File: config.mk
export PLATFORM = sky130hd
export DESIGN_NAME = block_receiver_with_checksum_core
export DESIGN_NICKNAME = d
export VERILOG_FILES = /design/src/sv/xmrx_pkg.sv /design/src/sv/xmrx_parser.sv /design/src/sv/xmrx_emitter.sv /design/src/sv/xmrx_out_fifo.sv /design/src/sv/block_receiver_with_checksum_core.sv
export SDC_FILE = /design/constraint.sdc
export NUM_CORES = 1
export LEC_CHECK = 0
export ABC_AREA = 1
export BUFFER_PORTS_ARGS = -buffer_cell sky130_fd_sc_hd__clkbuf_2
export CORE_UTILIZATION = 40
export DETAILED_ROUTE_END_ITERATION = 10
export PLACE_DENSITY = 0.66
export RECOVER_POWER = 25
export SKIP_CTS_REPAIR_TIMING = 1
export SYNTH_ARGS = -nofsm -noshare
export SYNTH_HDL_FRONTEND = slang
export SYNTH_SLANG_ARGS = --single-unit
File: constraint.sdc
create_clock -name clk -period 4.6 [get_ports clk]
set_input_delay 0 -clock clk [delete_from_list [all_inputs] [get_ports clk]]
set_output_delay 0 -clock clk [all_outputs]
set_load 0.01 [all_outputs]
File: src/sv/xmrx_pkg.sv
`default_nettype none
package xmrx_pkg;

	localparam int DATA_BYTES_DEF = 5;
	// output queue depth; power of two so pointers wrap on their own
	localparam int OUT_DEPTH = 4;

	localparam logic [7:0] SOH_BYTE = 8'h01;
	localparam logic [7:0] EOT_BYTE = 8'h04;
	localparam logic [7:0] ACK_BYTE = 8'h06;
	localparam logic [7:0] NAK_BYTE = 8'h15;
	localparam logic [7:0] PAD_RESET = 8'h03;

	localparam logic [1:0] KIND_DATA = 2'd0;
	localparam logic [1:0] KIND_ACK = 2'd1;
	localparam logic [1:0] KIND_NAK = 2'd2;

	// register word index (paddr[2])
	localparam logic REG_PAD = 1'b0;

	typedef struct packed {
		logic [1:0] kind;
		logic [7:0] value;
		logic [7:0] block_num;
		logic transfer_done;
		logic last;
	} res_t;

endpackage
`default_nettype wire

File: src/sv/xmrx_parser.sv
`default_nettype none
module xmrx_parser import xmrx_pkg::*; #(
	parameter int DATA_BYTES = DATA_BYTES_DEF,
	localparam int AW = (DATA_BYTES > 1) ? $clog2(DATA_BYTES) : 1
) (
	input wire logic clk,
	input wire logic arst_n,
	input wire logic in_fire,
	input wire logic opcode,
	input wire logic [7:0] rx_byte,
	output logic push,
	output res_t push_res,
	output logic wr_en,
	output logic [AW-1:0] wr_addr,
	output logic [7:0] wr_data,
	output logic burst_start,
	output logic [7:0] burst_blk
);

	localparam int IDX_W = $clog2(DATA_BYTES + 3);

	localparam logic [1:0] PH_HUNT = 2'd0;
	localparam logic [1:0] PH_COLLECT = 2'd1;
	localparam logic [1:0] PH_DONE = 2'd2;

	logic [1:0] phase_q, phase_d;
	logic [IDX_W-1:0] idx_q, idx_d;
	logic [7:0] blk_q, blk_d;
	logic [7:0] cmp_q, cmp_d;
	logic [7:0] sum_q, sum_d;
	logic hdr_ok;

	assign hdr_ok = (~blk_q == cmp_q);
	assign wr_addr = AW'(idx_q - IDX_W'(2));
	assign wr_data = rx_byte;
	assign burst_blk = blk_q;

	always_comb begin
		phase_d = phase_q;
		idx_d = idx_q;
		blk_d = blk_q;
		cmp_d = cmp_q;
		sum_d = sum_q;
		push = 1'b0;
		push_res = '0;
		push_res.last = 1'b1;
		wr_en = 1'b0;
		burst_start = 1'b0;
		if (in_fire) begin
			if (opcode) begin
				phase_d = PH_HUNT;
				idx_d = '0;
				blk_d = '0;
				cmp_d = '0;
				sum_d = '0;
				push = 1'b1;
				push_res.kind = KIND_NAK;
				push_res.value = NAK_BYTE;
			end else begin
				case (phase_q)
					PH_COLLECT: begin
						if (idx_q == IDX_W'(0)) begin
							blk_d = rx_byte;
							idx_d = IDX_W'(1);
						end else if (idx_q == IDX_W'(1)) begin
							cmp_d = rx_byte;
							idx_d = IDX_W'(2);
						end else if (idx_q < IDX_W'(DATA_BYTES + 2)) begin
							wr_en = 1'b1;
							sum_d = sum_q + rx_byte;
							idx_d = idx_q + IDX_W'(1);
						end else begin
							// checksum byte: judge the block
							if (!hdr_ok || sum_q != rx_byte) begin
								push = 1'b1;
								push_res.kind = KIND_NAK;
								push_res.value = NAK_BYTE;
								push_res.block_num = blk_q;
							end else begin
								burst_start = 1'b1;
							end
							phase_d = PH_HUNT;
							idx_d = '0;
							blk_d = '0;
							cmp_d = '0;
							sum_d = '0;
						end
					end
					PH_DONE: begin
					end
					default: begin
						phase_d = PH_HUNT;
						if (rx_byte == EOT_BYTE) begin
							push = 1'b1;
							push_res.kind = KIND_ACK;
							push_res.value = ACK_BYTE;
							push_res.transfer_done = 1'b1;
							phase_d = PH_DONE;
						end else if (rx_byte == SOH_BYTE) begin
							idx_d = '0;
							blk_d = '0;
							cmp_d = '0;
							sum_d = '0;
							phase_d = PH_COLLECT;
						end
					end
				endcase
			end
		end
	end

	always_ff @(posedge clk or negedge arst_n) begin
		if (!arst_n) begin
			phase_q <= PH_HUNT;
			idx_q <= '0;
			blk_q <= '0;
			cmp_q <= '0;
			sum_q <= '0;
		end else begin
			phase_q <= phase_d;
			idx_q <= idx_d;
			blk_q <= blk_d;
			cmp_q <= cmp_d;
			sum_q <= sum_d;
		end
	end

endmodule
`default_nettype wire

File: src/sv/xmrx_emitter.sv
`default_nettype none
module xmrx_emitter import xmrx_pkg::*; #(
	parameter int DATA_BYTES = DATA_BYTES_DEF,
	localparam int AW = (DATA_BYTES > 1) ? $clog2(DATA_BYTES) : 1,
	localparam int CW = $clog2(OUT_DEPTH + 1)
) (
	input wire logic clk,
	input wire logic arst_n,
	input wire logic wr_en,
	input wire logic [AW-1:0] wr_addr,
	input wire logic [7:0] wr_data,
	input wire logic burst_start,
	input wire logic [7:0] burst_blk,
	input wire logic [7:0] pad_byte,
	input wire logic [CW-1:0] fifo_count,
	output logic push,
	output res_t push_res,
	output logic busy
);

	logic [7:0] mem [DATA_BYTES];
	logic act_q;
	logic ack_q;
	logic [AW-1:0] rd_idx_q;
	logic [7:0] blk_q;
	logic rd_valid_s1;
	logic [7:0] rd_data_s1;
	logic [CW:0] fill;
	logic issue;
	logic last_rd;
	logic push_data;
	logic push_ack;

	// queue entries already claimed: stored ones plus the one landing this edge
	assign fill = {1'b0, fifo_count} + (CW + 1)'(rd_valid_s1);
	assign issue = act_q && (fill <= (CW + 1)'(OUT_DEPTH - 2));
	assign last_rd = (rd_idx_q == AW'(DATA_BYTES - 1));
	assign push_data = rd_valid_s1 && (rd_data_s1 != pad_byte);
	assign push_ack = ack_q && !rd_valid_s1 && (fifo_count != CW'(OUT_DEPTH));
	assign push = push_data || push_ack;
	assign busy = act_q || ack_q || rd_valid_s1;

	always_comb begin
		push_res = '0;
		push_res.block_num = blk_q;
		if (push_data) begin
			push_res.kind = KIND_DATA;
			push_res.value = rd_data_s1;
		end else begin
			push_res.kind = KIND_ACK;
			push_res.value = ACK_BYTE;
			push_res.last = 1'b1;
		end
	end

	always_ff @(posedge clk) begin
		if (wr_en)
			mem[wr_addr] <= wr_data;
		if (issue)
			rd_data_s1 <= mem[rd_idx_q];
	end

	always_ff @(posedge clk or negedge arst_n) begin
		if (!arst_n) begin
			act_q <= 1'b0;
			ack_q <= 1'b0;
			rd_idx_q <= '0;
			blk_q <= '0;
			rd_valid_s1 <= 1'b0;
		end else begin
			rd_valid_s1 <= issue;
			if (burst_start) begin
				act_q <= 1'b1;
				rd_idx_q <= '0;
				blk_q <= burst_blk;
			end else if (issue) begin
				if (last_rd) begin
					act_q <= 1'b0;
					ack_q <= 1'b1;
				end else begin
					rd_idx_q <= rd_idx_q + AW'(1);
				end
			end
			if (push_ack)
				ack_q <= 1'b0;
		end
	end

endmodule
`default_nettype wire

File: src/sv/xmrx_out_fifo.sv
`default_nettype none
module xmrx_out_fifo import xmrx_pkg::*; #(
	localparam int PW = $clog2(OUT_DEPTH),
	localparam int CW = $clog2(OUT_DEPTH + 1)
) (
	input wire logic clk,
	input wire logic arst_n,
	input wire logic push,
	input wire res_t push_res,
	input wire logic pop,
	output res_t head,
	output logic [CW-1:0] count
);

	res_t buf_q [OUT_DEPTH];
	logic [PW-1:0] wr_ptr_q;
	logic [PW-1:0] rd_ptr_q;
	logic [CW-1:0] count_q;

	assign head = buf_q[rd_ptr_q];
	assign count = count_q;

	always_ff @(posedge clk) begin
		if (push)
			buf_q[wr_ptr_q] <= push_res;
	end

	always_ff @(posedge clk or negedge arst_n) begin
		if (!arst_n) begin
			wr_ptr_q <= '0;
			rd_ptr_q <= '0;
			count_q <= '0;
		end else begin
			if (push)
				wr_ptr_q <= wr_ptr_q + PW'(1);
			if (pop)
				rd_ptr_q <= rd_ptr_q + PW'(1);
			if (push && !pop)
				count_q <= count_q + CW'(1);
			else if (pop && !push)
				count_q <= count_q - CW'(1);
		end
	end

endmodule
`default_nettype wire

File: src/sv/block_receiver_with_checksum_core.sv
// Block receiver with 8-bit additive checksum.
// Input stream: one transfer per received byte (tuser = 0) or a start command
// (tuser = 1). Output stream: tuser = kind (data, ACK, NAK), tdata carries the
// byte value, block number and end-of-transfer flag, tlast marks the final
// result caused by one input transfer.
// A header, data or single-answer byte is taken every cycle while the queue
// has room; its answer (NAK, EOT ACK, start NAK) enters the output queue in
// the cycle of acceptance. On a good block the checksum byte starts a readout
// of the data store, one result per cycle while the queue has room (one store
// read per cycle, each registered before its push, pad bytes dropped), then
// the ACK. Input tready is low during that readout.
// A 4-entry output queue decouples the sides: when the downstream stalls,
// input is still taken until the queue is full.
// Reset clears the receive state to hunting, empties the queue and sets the
// pad register to 0x03. The data store is not cleared; every entry is
// written before a block is judged.
// APB: one register, pad_byte, at offset 0; pready is always high.
`default_nettype none
module block_receiver_with_checksum_core import xmrx_pkg::*; #(
	parameter int DATA_BYTES = DATA_BYTES_DEF,
	localparam int AW = (DATA_BYTES > 1) ? $clog2(DATA_BYTES) : 1,
	localparam int CW = $clog2(OUT_DEPTH + 1)
) (
	input wire logic clk,
	input wire logic arst_n,
	input wire logic s_axis_tvalid,
	output logic s_axis_tready,
	input wire logic [7:0] s_axis_tdata,   // [7:0] rx_byte
	input wire logic [0:0] s_axis_tuser,   // [0] opcode
	output logic m_axis_tvalid,
	input wire logic m_axis_tready,
	output logic [23:0] m_axis_tdata,      // [7:0] value, [15:8] block_num, [16] transfer_done
	output logic [1:0] m_axis_tuser,       // [1:0] kind
	output logic m_axis_tlast,
	input wire logic psel,
	input wire logic penable,
	input wire logic pwrite,
	input wire logic [2:0] paddr,
	input wire logic [31:0] pwdata,
	output logic [31:0] prdata,
	output logic pready
);

	logic [7:0] pad_q;
	logic in_fire;
	logic p_push, e_push, q_push;
	res_t p_res, e_res, q_res, head;
	logic wr_en;
	logic [AW-1:0] wr_addr;
	logic [7:0] wr_data;
	logic burst_start;
	logic [7:0] burst_blk;
	logic busy;
	logic [CW-1:0] count;

	assign pready = 1'b1;
	assign prdata = (paddr[2] == REG_PAD) ? {24'd0, pad_q} : 32'd0;

	always_ff @(posedge clk or negedge arst_n) begin
		if (!arst_n)
			pad_q <= PAD_RESET;
		else if (psel && penable && pwrite && pready && paddr[2] == REG_PAD)
			pad_q <= pwdata[7:0];
	end

	assign s_axis_tready = !busy && (count != CW'(OUT_DEPTH));
	assign in_fire = s_axis_tvalid && s_axis_tready;

	xmrx_parser #(.DATA_BYTES(DATA_BYTES)) u_parser (
		.clk(clk),
		.arst_n(arst_n),
		.in_fire(in_fire),
		.opcode(s_axis_tuser[0]),
		.rx_byte(s_axis_tdata),
		.push(p_push),
		.push_res(p_res),
		.wr_en(wr_en),
		.wr_addr(wr_addr),
		.wr_data(wr_data),
		.burst_start(burst_start),
		.burst_blk(burst_blk)
	);

	xmrx_emitter #(.DATA_BYTES(DATA_BYTES)) u_emitter (
		.clk(clk),
		.arst_n(arst_n),
		.wr_en(wr_en),
		.wr_addr(wr_addr),
		.wr_data(wr_data),
		.burst_start(burst_start),
		.burst_blk(burst_blk),
		.pad_byte(pad_q),
		.fifo_count(count),
		.push(e_push),
		.push_res(e_res),
		.busy(busy)
	);

	// parser and emitter never push in the same cycle: input is held off during readout
	assign q_push = p_push || e_push;
	assign q_res = p_push ? p_res : e_res;

	xmrx_out_fifo u_out_fifo (
		.clk(clk),
		.arst_n(arst_n),
		.push(q_push),
		.push_res(q_res),
		.pop(m_axis_tvalid && m_axis_tready),
		.head(head),
		.count(count)
	);

	assign m_axis_tvalid = (count != CW'(0));
	assign m_axis_tdata = {7'd0, head.transfer_done, head.block_num, head.value};
	assign m_axis_tuser = head.kind;
	assign m_axis_tlast = head.last;

endmodule
`default_nettype wire

# After elaboration in Yosys (flattened, before gate mapping)
# Memories as Yosys holds them, arrays and structs flattened. A register that Yosys moved wholly into a read port is not among the register bits.
# Index checks and enable logic that the tools add are counted.
dict set report word_totals {
  reg_bits 58
  latch_bits 0
  mem_bits_rw 120
  romBits 0
  input_bits 51
  output_inout_bits 62
  elab_cells 170
  memories 2
}
dict set report classes {
  n_addsub 9
  mul 0
  div_mod_pow 0
  magnitude_cmp 2
  eq_ne 20
  n_shift 0
  n_mux 82
  n_bitwise 2
  n_reduce_logical 39
}
# name depth width rd rd_ports_with_merged_regs write_ports line_no
set mem_list {}
lappend mem_list {u_out_fifo.buf_q 4 20 1 0 1 xmrx_out_fifo.sv:15} ;# res_t buf_q [OUT_DEPTH];
lappend mem_list {u_emitter.mem 5 8 1 1 1 xmrx_emitter.sv:21} ;# logic [7:0] mem [DATA_BYTES];
# operator count
set op_table {}
lappend op_table {{two-way mux 8 bit} 15}
lappend op_table {{two-way mux 18 bit} 4}
lappend op_table {{one-hot mux 8 bit (2 select lines)} 3}
lappend op_table {{two-way mux 1 bit} 34}
lappend op_table {{two-way mux 3 bit} 11}
lappend op_table {{two-way mux 9 bit} 3}
lappend op_table {{two-way mux 20 bit} 1}
lappend op_table {{one-hot mux 10 bit (2 select lines)} 1}
lappend op_table {{two-way mux 19 bit} 1}
lappend op_table {{AND reduction 6 bit} 3}
lappend op_table {{!= test 8 bit} 2}
lappend op_table {{!= test 3 bit (second input constant)} 5}
lappend op_table {{logical AND 1 bit} 12}
lappend op_table {{!= test 4 x 3 -> 1 bit (second input constant)} 3}
lappend op_table {{two-way mux 10 bit} 1}
lappend op_table {{two-way mux 2 bit} 5}
lappend op_table {{nonzero test 2 bit} 5}
lappend op_table {{adder 3 x 1 -> 3 bit (second input constant)} 3}
lappend op_table {{adder 8 bit} 1}
lappend op_table {{equality test 8 x 1 -> 1 bit (second input constant)} 1}
lappend op_table {{equality test 8 x 3 -> 1 bit (second input constant)} 1}
lappend op_table {{equality test 8 bit} 1}
lappend op_table {{inverter 8 bit} 1}
lappend op_table {{one-hot mux 3 bit (2 select lines)} 1}
lappend op_table {{other kinds (24)} 36}

# Depth between registers and ports, before layout
dict set report depth {
  ltp_word 16
  depth_mapped 17
  depth_no_buf 17
}

# Modules after synthesis
# From an unflattened synthesis, not the netlist that was laid out.
dict set report unflattened {
  cells_unflattened 1016
  area_unflattened_um2 9614.2
}
# mod instances cells_each area_per_inst_um2 seq_area_each_um2
set modules_own_cells {}
lappend modules_own_cells {xmrx_out_fifo 1 279 3607.2 2577.5}
lappend modules_own_cells {xmrx_emitter 1 260 2736.4 1791.7}
lappend modules_own_cells {xmrx_parser 1 313 2309.7 725.7}
lappend modules_own_cells {block_receiver_with_checksum_core 1 164 960.9 202.7}

# Worst setup path before layout
# No wires, ideal clock.
dict set report synth_path {
  kind {register to register}
  start {register u_parser.idx_q[1]}
  end {memory u_out_fifo.buf_q[0][0] (netlist bit), enable pin}
  setup_time_ns 0.428
  arrival_time_ns 2.816
  t_required_ns 4.172
  setup_slack_ns 1.357
  path_stages_with_launch 10
  path_buffers 0
  period_less_slack_ns 3.243
  path_cell_list {dfrtp_1 -> inv_1 -> ha_1 -> nand2_1 -> nand3_1 -> inv_2 -> nand3_4 -> nand3_4 -> nand2_4 -> a21boi_0}
}
dict set report synth_via {
  elab_chain_cells 10
  elab_cells_between_ends 12
  cone_classes {1 x order compare; 1 x eq/ne; 8 x mux; 2 x reduce/logical}
}
# item line_no
set synth_lines {}
lappend synth_lines {{start: declaration} xmrx_parser.sv:27} ;# logic [IDX_W-1:0] idx_q, idx_d;
lappend synth_lines {{start signal: assignment} xmrx_parser.sv:121} ;# idx_q <= idx_d;
lappend synth_lines {{less-than comparator 3 bit} xmrx_parser.sv:68} ;# end else if (idx_q < IDX_W'(DATA_BYTES + 2)) begin
lappend synth_lines {{two-way mux 1 bit} xmrx_parser.sv:68}
lappend synth_lines {{two-way mux 1 bit} xmrx_parser.sv:65} ;# end else if (idx_q == IDX_W'(1)) begin
lappend synth_lines {{two-way mux 1 bit *} xmrx_parser.sv:62} ;# if (idx_q == IDX_W'(0)) begin
lappend synth_lines {{one-hot mux 1 bit (2 select lines) *} xmrx_parser.sv:60} ;# case (phase_q)
lappend synth_lines {{two-way mux 1 bit *} xmrx_parser.sv:50} ;# if (opcode) begin
lappend synth_lines {{two-way mux 1 bit *} xmrx_parser.sv:49} ;# if (in_fire) begin
lappend synth_lines {{logical OR 1 bit *} block_receiver_with_checksum_core.sv:100} ;# assign q_push = p_push || e_push;
lappend synth_lines {{two-way mux 1 bit *} xmrx_out_fifo.sv:24} ;# if (push)
lappend synth_lines {{two-way mux 1 bit (not written as such) *} xmrx_out_fifo.sv:25} ;# buf_q[wr_ptr_q] <= push_res;
lappend synth_lines {{end: declaration} xmrx_out_fifo.sv:15}
# Every way passes the cells marked *; elsewhere a longest branch is shown, timed or not.

# Final worst setup path
dict set report layout_path {
  start {input s_axis_tdata[4]}
  end {register u_out_fifo.count_q[1] (netlist: u_out_fifo.count[1])}
}
dict set report layout_via {
  elab_chain_cells 13
  elab_cells_between_ends 17
  cone_classes {2 x eq/ne; 9 x mux; 6 x reduce/logical}
}
# item line_no
set layout_lines {}
lappend layout_lines {{start: declaration} block_receiver_with_checksum_core.sv:28} ;# input wire logic [7:0] s_axis_tdata,
lappend layout_lines {{!= test 8 bit} xmrx_parser.sv:74} ;# if (!hdr_ok || sum_q != rx_byte) begin
lappend layout_lines {{logical OR 1 bit} xmrx_parser.sv:74}
lappend layout_lines {{two-way mux 1 bit} xmrx_parser.sv:74}
lappend layout_lines {{two-way mux 1 bit} xmrx_parser.sv:68}
lappend layout_lines {{two-way mux 1 bit} xmrx_parser.sv:65}
lappend layout_lines {{two-way mux 1 bit} xmrx_parser.sv:62}
lappend layout_lines {{one-hot mux 1 bit (2 select lines) *} xmrx_parser.sv:60}
lappend layout_lines {{two-way mux 1 bit *} xmrx_parser.sv:50}
lappend layout_lines {{two-way mux 1 bit *} xmrx_parser.sv:49}
lappend layout_lines {{logical OR 1 bit *} block_receiver_with_checksum_core.sv:100}
lappend layout_lines {{net q_push} block_receiver_with_checksum_core.sv:46} ;# logic p_push, e_push, q_push;
lappend layout_lines {{zero test 1 bit} xmrx_out_fifo.sv:40} ;# else if (pop && !push)
lappend layout_lines {{logical AND 1 bit} xmrx_out_fifo.sv:40}
lappend layout_lines {{nonzero test 2 bit (no line)} --}
lappend layout_lines {{end signal: assignment} xmrx_out_fifo.sv:39} ;# count_q <= count_q + CW'(1);
lappend layout_lines {{end signal: assignment} xmrx_out_fifo.sv:41} ;# count_q <= count_q - CW'(1);
lappend layout_lines {{end: declaration} xmrx_out_fifo.sv:18} ;# logic [CW-1:0] count_q;
# The timed path passes the listed nets; every way through them passes the cells marked *.
# A chain may end at the register's enable or synchronous reset.

==> impl_metrics.env <==
export IMPL_status="finished, violations left"
export IMPL_violations="capacitance limit, slew limit"
export IMPL_grt_use_total=0.160
export IMPL_row_count=54
export IMPL_fp_coreArea_um2=21800
export IMPL_path_cells="dlygate4sd3_1 -> clkbuf_1 -> ha_1 -> inv_2 -> nand2_1 -> nor2_1 -> nand2_1 -> nor2_4 -> nand3_4 -> nand3_4 -> nand3_4 -> nand2_4 -> nand2_1 -> ha_1 -> inv_1 -> fa_1 -> nor2_1 -> a21oi_1"
export IMPL_fin_nets=1002
export IMPL_initial_utilization=0.407
export IMPL_dp_slack_ps=1470
export IMPL_overflow=0
export IMPL_fmax_mhz=295
export IMPL_drtPass1Iterations=6
export IMPL_dieArea_um2=22800
export IMPL_wl_um=17200
export IMPL_synth_area_um2=8860
export IMPL_synthArstFlopShare=0.312
export IMPL_seq_area_frac_synth=0.598
export IMPL_synthCells=860
export IMPL_ir_drop_uv=284
export IMPL_relSlewSlack=-1.16
export IMPL_ys_types=41
export IMPL_grt_pass1_wl_um=27300
export IMPL_ant_nets=0
export IMPL_setup_viol=0
export IMPL_grt_antenna_before_repair=0
export IMPL_via_count=5887
export IMPL_cts_buffers=17
export IMPL_hold_viol=0
export IMPL_drtIter0Drc=393
export IMPL_critical_path_slowest_cell="dlygate4sd3_1"
export IMPL_yosys_warnings=0
export IMPL_grt_start_max_net_pins=59
export IMPL_clk_latency_ps=430
export IMPL_worst_slew_pin_slew_ps=3240
export IMPL_synth_edf_count=128
export IMPL_gp_congestion=0.811
export IMPL_fin_crit_sh=0.736
export IMPL_crit_arrival_ps=3690
export IMPL_die_y_um=151
export IMPL_setup_ws_ps=1210
export IMPL_die_w_um=151
export IMPL_met1_usage=0.205
export IMPL_use_met2=0.269
export IMPL_dp_hpwl_um=11400
export IMPL_tritoncts="yes"
export IMPL_port_buffers=54
export IMPL_ys_ff_latch=186
export IMPL_grt_busiest_layer="met2"
export IMPL_grt_pass1_vias=5434
export IMPL_cp_required_ps=4910
export IMPL_cp_num_buf_inv=4
export IMPL_io_pins=113
export IMPL_cellPowerDensity_nw_per_um2=554
export IMPL_tns_ps=0
export IMPL_critical_path_top_delay_family="simple AND/OR/NAND/NOR gates"
export IMPL_clockBufferDepth=2
export IMPL_hold_slack_ps=57.1
export IMPL_drv_slew=59
export IMPL_rsz0062_at_grt="no"
export IMPL_critPathKind="primary input to register"
export IMPL_area_delta_synth_final_pct=12.9
export IMPL_cts_sinks=186
export IMPL_finalPower_mw=5.54
export IMPL_grtUsageMet3=0.0325
export IMPL_cts_root_buf="clkbuf_16"
export IMPL_crit_path_max_fanout=25
export IMPL_holdCritPathClass="primary input to register"
export IMPL_drive_above_1_share=0.177
export IMPL_p_leak_nw=4.01
export IMPL_placed_cells=1174
export IMPL_end_kind="register"
export IMPL_period_needed_ps=3390
export IMPL_critPathLaunchType="primary input"
export IMPL_slowest_delay_ps=520
export IMPL_viasPerCell=4.83
export IMPL_fin_cells=1220
export IMPL_postSynthAreaPerCell_um2=10.3
export IMPL_clock_skew_final_ps=9.84
export IMPL_maxCapViolCount=1
export IMPL_avgRoutedWirePerCell_um=14.1
export IMPL_synthFlopType="edfxtp_1"
export IMPL_drc=0
export IMPL_htreeDepth=4
export IMPL_path_clk_slew_ps=70
export IMPL_diodes=0
[through the flow]
step	instance area, um^2	utilization
floorplan	8980	-
global placement	9280	0.427
detailed placement	9280	0.427
CTS	9870	0.454
global route	10000	0.460
finish	10000	0.460
[final cells by class]
class	count	area, um^2
clock inverter	13	164
sequential	186	5300
tap	280	350
multi-input combinational	567	3010
timing repair buffer	75	448
clock buffer	18	429
fill	2016	11800
inverter	81	304
[state kept, by name, indices dropped and copies added, names as in the netlist]
signal / count
u_emitter.rd_data_s1: 8
u_parser.cmp_q: 8
u_emitter.mem: 40
u_emitter.act_q: 1
u_parser.idx_q: 3
u_emitter.blk_q: 8
u_parser.phase_q: 2
u_out_fifo.wr_ptr_q: 2
u_out_fifo.count: 3
u_emitter.rd_valid_s1: 1
u_out_fifo.rd_ptr_q: 2
u_emitter.ack_q: 1
u_parser.burst_blk: 8
u_parser.sum_q: 8
pad_q: 8
u_out_fifo.buf_q: 80
u_emitter.rd_idx_q: 3
[where the power goes]
group / internal, mW / switching, mW
clock: 0.856 / 0.611
combinational: 0.569 / 1.16
sequential: 2.15 / 0.201
total: 3.57 / 1.97
[worst register-to-register path, stage by stage (launching register included)]
cell and delay (ps):
dfrtp_1 380, ha_1 340, inv_2 90, nand2_1 60, nor2_1 250, nand2_1 150, nor2_4 120, nand3_4 130
nand3_4 100, nand3_4 70, nand2_4 280, nand2_1 160, ha_1 240, inv_1 100, fa_1 420, nor2_1 120
a21oi_1 60
[cell usage in the layout (no fill, tap or decap), types with 4 or more instances in the layout]
cell type and instances:
nand3_1 16, ha_1 21, nand4_1 17, edfxtp_1 128
nor2_4 5, o22ai_1 22, nand2_1 140, buf_4 6
clkbuf_1 11, clkbuf_16 17, xor2_1 9, a31oi_1 8
inv_1 58, a21oi_1 20, inv_6 4, conb_1 32
o21ai_0 64, nor2_2 5, dlygate4sd3_1 14, dfrtp_1 56
o21ai_2 25, nor2_1 126, clkbuf_2 45, nor3_1 9
nand2_2 13, inv_2 21, o21ai_1 11, a21boi_2 4
[cell families after synthesis]
kind of cell | Yosys count | synth area share
flip-flops | 186 | 0.598
adder cells (fa/ha/maj) | 23 | 0.0342
AND/OR/NAND/NOR | 344 | 0.174
XOR/XNOR | 10 | 0.00988
buffers and inverters | 137 | 0.0768
other | 2 | 0.000847
AO/OA/AOI/OAI | 158 | 0.106
[metal layers]
layer	wire (um)	part of all wire
met4	251	0.015
met1	8160	0.47
met3	596	0.035
met5	0	0
met2	8230	0.48
[final timing paths]
check                      slack (ps)  cells past startpoint             endpoint                from
max                              1210                     18  u_out_fifo.count[1]     s_axis_tdata[4]
min                                60                      4    u_parser.idx_q[2]        s_axis_tuser
max reg2reg                      1400                     16  u_out_fifo.count[1]   u_parser.sum_q[4]
min reg2reg                       500                      2   u_emitter.blk_q[6]  u_emitter.blk_q[6]
max in group asynchronous        1460                      3             pad_q[2]              arst_n
min in group asynchronous        1270                      3    u_parser.sum_q[4]              arst_n
[synthesized netlist by cell type, drive strengths merged (2+ instances only)]
cell type  number  area share
a21oi          21       0.012
a21boi          4      0.0034
a31oi           8      0.0056
inv            79       0.033
conb            2     0.00085
buf            38       0.035
edfxtp        128        0.43
clkbuf         18      0.0076
nor2          136       0.063
nand3          21       0.017
nor3           12      0.0085
a22oi           2      0.0017
o22ai          22       0.016
dfstp           2      0.0059
clkinv          2     0.00085
or2             2      0.0014
dfrtp          56        0.16
nand2         154       0.070
fa              2      0.0045
ha             21       0.030
o21ai         100       0.067
xor2            9      0.0089
nand4          17       0.012
Power figures use the tool's default switching activity.
